File: src/ple_pkg.sv
// Package for the positional list engine: operation and status codes,
// fixed field widths and the command struct broadcast to the cell row.
// No dependencies.
`timescale 1ns / 1ps
`default_nettype none

package ple_pkg;

  localparam int unsigned OP_W     = 3;
  localparam int unsigned POS_W    = 4;
  localparam int unsigned STATUS_W = 2;
  localparam int unsigned SIZE_W   = 5;

  typedef enum logic [OP_W-1:0] {
    OP_INS_FIRST = 3'd0,
    OP_INS_LAST  = 3'd1,
    OP_INS_AFTER = 3'd2,
    OP_REM_FIRST = 3'd3,
    OP_REM_LAST  = 3'd4,
    OP_REM_AT    = 3'd5,
    OP_GET       = 3'd6
  } op_e;

  typedef enum logic [STATUS_W-1:0] {
    ST_DONE = 2'd0,
    ST_NONE = 2'd1,
    ST_FULL = 2'd2
  } status_e;

  // ins: open a gap at the position and load the element there
  // rem: close the gap at the position by pulling from the right
  typedef struct packed {
    logic ins;
    logic rem;
  } ple_cmd_t;

endpackage : ple_pkg

`default_nettype wire

File: src/ple_cell.sv
// One storage cell of the list row: holds, loads the new element, or
// takes its left or right neighbour's value. Depends on ple_pkg.
`timescale 1ns / 1ps
`default_nettype none

module ple_cell #(
  parameter int unsigned ELEMENT_BITS = 32,
  parameter int unsigned IDX_W        = 4,
  parameter int unsigned INDEX        = 0
) (
  input  wire                    clk_i,
  input  wire ple_pkg::ple_cmd_t cmd_i,
  input  wire [IDX_W-1:0]        at_i,
  input  wire [ELEMENT_BITS-1:0] element_i,
  input  wire [ELEMENT_BITS-1:0] left_i,
  input  wire [ELEMENT_BITS-1:0] right_i,
  output logic [ELEMENT_BITS-1:0] data_o
);
  import ple_pkg::*;

  localparam logic [IDX_W-1:0] MyIdx = IDX_W'(INDEX);

  logic [ELEMENT_BITS-1:0] data_q, data_d;

  always_comb begin
    data_d = data_q;
    priority if (cmd_i.ins) begin
      if (MyIdx == at_i) begin
        data_d = element_i;
      end else if (MyIdx > at_i) begin
        data_d = left_i;
      end
    end else if (cmd_i.rem) begin
      if (MyIdx >= at_i) begin
        data_d = right_i;
      end
    end else begin
      data_d = data_q;
    end
  end

  always_ff @(posedge clk_i) begin
    data_q <= data_d;
  end

  assign data_o = data_q;

endmodule : ple_cell

`default_nettype wire

File: src/positional_list_engine_unit.sv
// Top level of the positional list engine: request decode, element count,
// cell row and registered result. Depends on ple_pkg and ple_cell.
`timescale 1ns / 1ps
`default_nettype none

// Ordered list of up to CAPACITY signed elements, front in cell 0. On
// acceptance a command and a gap position are broadcast to a row of
// cells, each of which holds, loads the element or takes a neighbour's
// value in that same edge, while status, read value, size and empty flag
// are captured in the output register. A request is accepted whenever
// the output register is empty or being taken, so one item per cycle is
// sustained while out_ready_i is high. Reads reach the first CAPACITY
// positions, at most 16 (POS_W). Only count and valid have a reset.
module positional_list_engine_unit #(
  parameter int unsigned CAPACITY     = 16,
  parameter int unsigned ELEMENT_BITS = 32
) (
  input  wire                                 clk_i,
  input  wire                                 rst_ni,
  input  wire                                 in_valid_i,
  output logic                                in_ready_o,
  input  wire [ple_pkg::OP_W-1:0]             operation_i,
  input  wire [ple_pkg::POS_W-1:0]            position_i,
  input  wire signed [ELEMENT_BITS-1:0]       element_i,
  output logic                                out_valid_o,
  input  wire                                 out_ready_i,
  output logic [ple_pkg::STATUS_W-1:0]        status_o,
  output logic signed [ELEMENT_BITS-1:0]      value_o,
  output logic [ple_pkg::SIZE_W-1:0]          fill_count_o,
  output logic                                is_empty_o
);
  import ple_pkg::*;

  localparam int unsigned IDX_W = $clog2(CAPACITY);
  localparam int unsigned CNT_W = $clog2(CAPACITY + 1);
  localparam int unsigned CMP_W = (CNT_W > POS_W + 1) ? CNT_W : POS_W + 1;
  localparam int unsigned RD_N  = (CAPACITY < (1 << POS_W)) ? CAPACITY : (1 << POS_W);

  logic [CNT_W-1:0]        count_q, count_d;
  logic                    out_valid_q;
  logic [STATUS_W-1:0]     status_q;
  logic [ELEMENT_BITS-1:0] value_q;
  logic [SIZE_W-1:0]       size_q;
  logic                    empty_q;

  logic                    accept;
  logic                    full;
  logic                    pos_hit;
  logic [CMP_W-1:0]        pos_ext, cnt_ext;
  status_e                 status_d;
  logic [ELEMENT_BITS-1:0] value_d;
  logic [ELEMENT_BITS-1:0] rd_data;
  logic                    ins_d, rem_d;
  logic [IDX_W-1:0]        at_d;
  ple_cmd_t                cmd;

  logic [ELEMENT_BITS-1:0] cell_q [CAPACITY];

  assign in_ready_o = !out_valid_q || out_ready_i;
  assign accept     = in_valid_i && in_ready_o;

  assign full    = (count_q == CNT_W'(CAPACITY));
  assign pos_ext = CMP_W'(position_i);
  assign cnt_ext = CMP_W'(count_q);
  assign pos_hit = (pos_ext < cnt_ext);

  always_comb begin
    rd_data = '1;
    for (int j = 0; j < RD_N; j++) begin
      if (position_i == POS_W'(j)) begin
        rd_data = cell_q[j];
      end
    end
  end

  always_comb begin
    status_d = ST_NONE;
    value_d  = '1;
    count_d  = count_q;
    ins_d    = 1'b0;
    rem_d    = 1'b0;
    at_d     = '0;
    unique case (operation_i)
      OP_INS_FIRST: begin
        if (full) begin
          status_d = ST_FULL;
        end else begin
          status_d = ST_DONE;
          ins_d    = 1'b1;
          count_d  = count_q + 1'b1;
        end
      end
      OP_INS_LAST: begin
        if (full) begin
          status_d = ST_FULL;
        end else begin
          status_d = ST_DONE;
          ins_d    = 1'b1;
          at_d     = IDX_W'(count_q);
          count_d  = count_q + 1'b1;
        end
      end
      OP_INS_AFTER: begin
        if (full) begin
          status_d = ST_FULL;
        end else if (pos_hit) begin
          status_d = ST_DONE;
          ins_d    = 1'b1;
          at_d     = IDX_W'(pos_ext + 1'b1);
          count_d  = count_q + 1'b1;
        end
      end
      OP_REM_FIRST: begin
        if (count_q != '0) begin
          status_d = ST_DONE;
          rem_d    = 1'b1;
          count_d  = count_q - 1'b1;
        end
      end
      OP_REM_LAST: begin
        if (count_q != '0) begin
          status_d = ST_DONE;
          count_d  = count_q - 1'b1;
        end
      end
      OP_REM_AT: begin
        if (pos_hit) begin
          status_d = ST_DONE;
          rem_d    = 1'b1;
          at_d     = IDX_W'(position_i);
          count_d  = count_q - 1'b1;
        end
      end
      OP_GET: begin
        if (pos_hit) begin
          status_d = ST_DONE;
          value_d  = rd_data;
        end
      end
      default: begin
      end
    endcase
  end

  assign cmd.ins = accept && ins_d;
  assign cmd.rem = accept && rem_d;

  for (genvar i = 0; i < CAPACITY; i++) begin : g_cell
    logic [ELEMENT_BITS-1:0] left, right;
    if (i == 0) begin : g_first
      assign left = '0;
    end else begin : g_left
      assign left = cell_q[i-1];
    end
    if (i == CAPACITY - 1) begin : g_last
      assign right = '0;
    end else begin : g_right
      assign right = cell_q[i+1];
    end
    ple_cell #(
      .ELEMENT_BITS(ELEMENT_BITS),
      .IDX_W       (IDX_W),
      .INDEX       (i)
    ) u_cell (
      .clk_i    (clk_i),
      .cmd_i    (cmd),
      .at_i     (at_d),
      .element_i(element_i),
      .left_i   (left),
      .right_i  (right),
      .data_o   (cell_q[i])
    );
  end

  always_ff @(posedge clk_i or negedge rst_ni) begin
    if (!rst_ni) begin
      count_q     <= '0;
      out_valid_q <= 1'b0;
    end else begin
      if (accept) begin
        count_q     <= count_d;
        out_valid_q <= 1'b1;
      end else if (out_ready_i) begin
        out_valid_q <= 1'b0;
      end
    end
  end

  always_ff @(posedge clk_i) begin
    if (accept) begin
      status_q <= status_d;
      value_q  <= value_d;
      size_q   <= SIZE_W'(count_d);
      empty_q  <= (count_d == '0);
    end
  end

  assign out_valid_o  = out_valid_q;
  assign status_o     = status_q;
  assign value_o      = value_q;
  assign fill_count_o = size_q;
  assign is_empty_o   = empty_q;

endmodule : positional_list_engine_unit

`default_nettype wire
File: config.mk
export PLATFORM = sky130hd
export DESIGN_NAME = positional_list_engine_unit
export DESIGN_NICKNAME = d
export VERILOG_FILES = /design/src/ple_pkg.sv /design/src/ple_cell.sv /design/src/positional_list_engine_unit.sv
export SDC_FILE = /design/constraint.sdc
export NUM_CORES = 2
export LEC_CHECK = 0
export BUFFER_PORTS_ARGS = -buffer_cell sky130_fd_sc_hd__buf_2
export CORE_MARGIN = 2
export CORE_UTILIZATION = 61
export DETAILED_ROUTE_END_ITERATION = 10
export PLACE_DENSITY = 0.78
export SYNTH_ARGS = -nofsm -noshare
export SYNTH_HDL_FRONTEND = slang
export SYNTH_HIERARCHICAL = 1
export SYNTH_SLANG_ARGS = --single-unit
File: constraint.sdc
create_clock -name clk_i -period 10.2 [get_ports clk_i]
set_clock_uncertainty 0.15 [all_clocks]
set_input_delay 0.51 -clock clk_i [delete_from_list [all_inputs] [get_ports clk_i]]
set_output_delay 0.51 -clock clk_i [all_outputs]
set_load 0.01 [all_outputs]
==> impl_metrics.ini <==
[run_status]
status = finished with violations
violations = negative hold slack

[setup_path]
cp.arrival_ns = 5.83
path_class = reg2reg
endpoint_kind = flip-flop
startpoint_type = flip-flop
crit_path_start = cnt_ext[2]$_DFFE_PN0P_
rrSetupSlack_ns = 4.72
crit_fanout = 278
required_ns = 10.55
timing.rr.start = cnt_ext[2]$_DFFE_PN0P_

[floorplan]
io_pins = 85
die_area_um2 = 56490
floorplan.initialDensity = 0.6177
num_rows = 85
die_x_um = 237.7
coreArea_um2 = 53920
dieHeight_um = 237.7

[clocking]
insertion_delay_ns = 0.67
clock-root-buffer = clkbuf_16
numCtsBuffers = 59
post_cts_resized = 0
cts_sinks = 558
path_clk_slew_ns = 0.06
cts_buffer_depth = 3
h-tree-depth = 2
cts_tree = built

[layout]
layout_common_cells = 619 x nor2_1, 552 x edfxtp_1, 544 x a21oi_1
regArea_um2 = 16730
fin_nets = 3254
drive_gt1_frac = 0.08246
final_common_cell = nor2_1
area_growth_pct = 6.886
post-route-util = 0.6602
final_area_um2 = 35600
multi_input_area_um2 = 15230
diodes = 0
n_fill_cell = 4184

[timing]
drv_slew = 0
worst_pin_slew_ns = 1.360
period_minus_slack_ns = 5.479
rsz0062_at_grt = false
setup_viol = 0
finalCritPeriodShare = 0.5372
fmax_mhz = 182.5
setup_tns_ns = 0
layout_setup_ws_ns = 4.721
hold_violations = 1
holdWs_ns = -0.001698
relSlewSlack = 0.09112

[placement]
detailed_place_hpwl_mm = 65.54
dpl_cell_area_um2 = 33750
place_ws_ns = 4.360
io_buffers = 84
gp_congestion = 0.9068

[min_path]
hp-class = in2reg
min_from = out_ready_i

[drt]
drt_pass1_iterations = 6
via_per_inst = 6.881
drt_wl_total_mm = 100.6
post_drt_wl_per_cell_um = 25.49
drt-initial-drc-count = 3058
vias = 27150
drc = 0
final_antenna_net_count = 0

[yosys]
yosysUniqueCellTypes = 82
ys_async_sr_fraction = 0.01075
ys_seq_area_frac = 0.5022
syn_area_um2 = 33310
ys_ff_latch = 558
synth_cells = 3203
synth_flop_cell = edfxtp_1
syn_avg_cell_area_um2 = 10.40
yosysWarnings = 6
synth_enable_flop_cells = 552

[grt]
grt_max_degree = 279
grt_pass1_vias = 26590
antenna_found_initial = 4
grt_pass1_wl_mm = 153.1
grt_overflow_total = 0
track_usage = 0.3492

[run]
max_cap_viol_count = 0

[pwr]
total_leakage_power_uw = 0.01298
worst_ir_drop_vdd_mv = 0.1590
powerDensity_nw_per_um2 = 189.7
## final timing paths
| check | to | cells after the start |
|---|---|---|
| max | g_cell[6].u_cell/data_o[23]$_DFFE_PP_ | 10 |
| min | out_valid_o$_DFFE_PN0P_ | 3 |
| max reg2reg | g_cell[6].u_cell/data_o[23]$_DFFE_PP_ | 10 |
| min reg2reg | out_valid_o$_DFFE_PN0P_ | 2 |
| max in group asynchronous | cnt_ext[0]$_DFFE_PN0P_ | 2 |
| min in group asynchronous | cnt_ext[4]$_DFFE_PN0P_ | 2 |
## final cells by class
type,count,area share
timing repair buffer,135,0.02376
clock inverter,34,0.007521
multi-input combinational,2422,0.4279
tap,696,0.02446
inverter,25,0.002636
sequential,558,0.4698
clock buffer,76,0.04386
## repair_timing
action / CTS / global route
buffers inserted: 0 / 0
hold buffers: 2 / 0
endpoints found under the setup margin: 0 / 0
hold endpoints to repair: 7 / 0
## cells by family (layout without fill, tap and decap cells)
group	Yosys count	after routing	share of synthesized area
other	1	64	0.0001126
multiplexers	519	519	0.1561
AO/OA/AOI/OAI	932	932	0.1662
adder cells (fa/ha/maj)	10	10	0.003757
buffers and inverters	286	270	0.05248
XOR/XNOR	3	3	0.0007890
AND/OR/NAND/NOR	894	894	0.1184
flip-flops	558	558	0.5022
## per-layer routing
metal | track usage | vias to the layer above | part of all wire | wire [um]
li1 | - | 12050 | - | -
met1 | 0.4270 | 13220 | 0.37 | 37150
met2 | 0.5906 | 1491 | 0.49 | 49450
met3 | 0.05145 | 384 | 0.076 | 7662
met4 | 0.2053 | 8 | 0.062 | 6280
met5 | 0 | - | 0.00041 | 41
## sequential cells by signal (all words and copies together) (netlist names)
| signal | flops |
|---|---|
| cnt_ext | 5 |
| is_empty_o | 1 |
| status_o | 2 |
| out_valid_o | 1 |
| fill_count_o | 5 |
| g_cell.u_cell/data_o | 512 |
| value_o | 32 |
## power by group
part | internal [uW] | switching [uW]
clock | 1150 | 941
combinational | 517 | 1010
sequential | 2920 | 218
## per-stage QoR
step	std cells	total power [uW]
floorplan	3266	4223
global placement	3834	4614
detailed placement	3834	4665
CTS	3946	6731
global route	3946	6997
finish	3946	6754
## synthesized netlist by cell type, types with 6 or more instances
| master | number | area, um^2 |
|---|---|---|
| a2111oi_0 | 9 | 78.83 |
| a211o_1 | 6 | 52.55 |
| a211oi_1 | 28 | 210.2 |
| a21oi_1 | 547 | 2738 |
| a221oi_1 | 38 | 332.8 |
| a22oi_1 | 8 | 60.06 |
| and3_1 | 8 | 50.05 |
| buf_1 | 21 | 78.83 |
| buf_12 | 21 | 420.4 |
| buf_2 | 20 | 100.1 |
| buf_6 | 23 | 259.0 |
| buf_8 | 12 | 180.2 |
| clkbuf_1 | 164 | 615.6 |
| dfrtp_1 | 6 | 150.1 |
| edfxtp_1 | 552 | 16580 |
| ha_1 | 10 | 125.1 |
| inv_1 | 24 | 90.09 |
| mux2i_1 | 515 | 5155 |
| nand2_1 | 129 | 484.2 |
| nand2b_1 | 12 | 75.07 |
| nand3_1 | 30 | 150.1 |
| nand3b_1 | 6 | 45.04 |
| nand4_1 | 22 | 137.6 |
| nor2_1 | 620 | 2327 |
| nor2b_1 | 6 | 37.54 |
| nor3_1 | 13 | 65.06 |
| o2111ai_1 | 18 | 157.7 |
| o211ai_1 | 10 | 75.07 |
| o21ai_0 | 88 | 440.4 |
| o221ai_1 | 45 | 394.1 |
| o22ai_1 | 86 | 538.0 |
## worst max-delay path: stages, from the launching register on
cell and delay [ns]:
dfrtp_1 0.52, inv_1 0.23, ha_1 0.35, a21o_1 0.16
a31o_2 0.20, a41oi_1 0.46, and3_4 1.04, buf_12 0.64
buf_12 0.68, nor2_1 0.17, a21oi_1 0.20
Power figures use the tool's default switching activity.
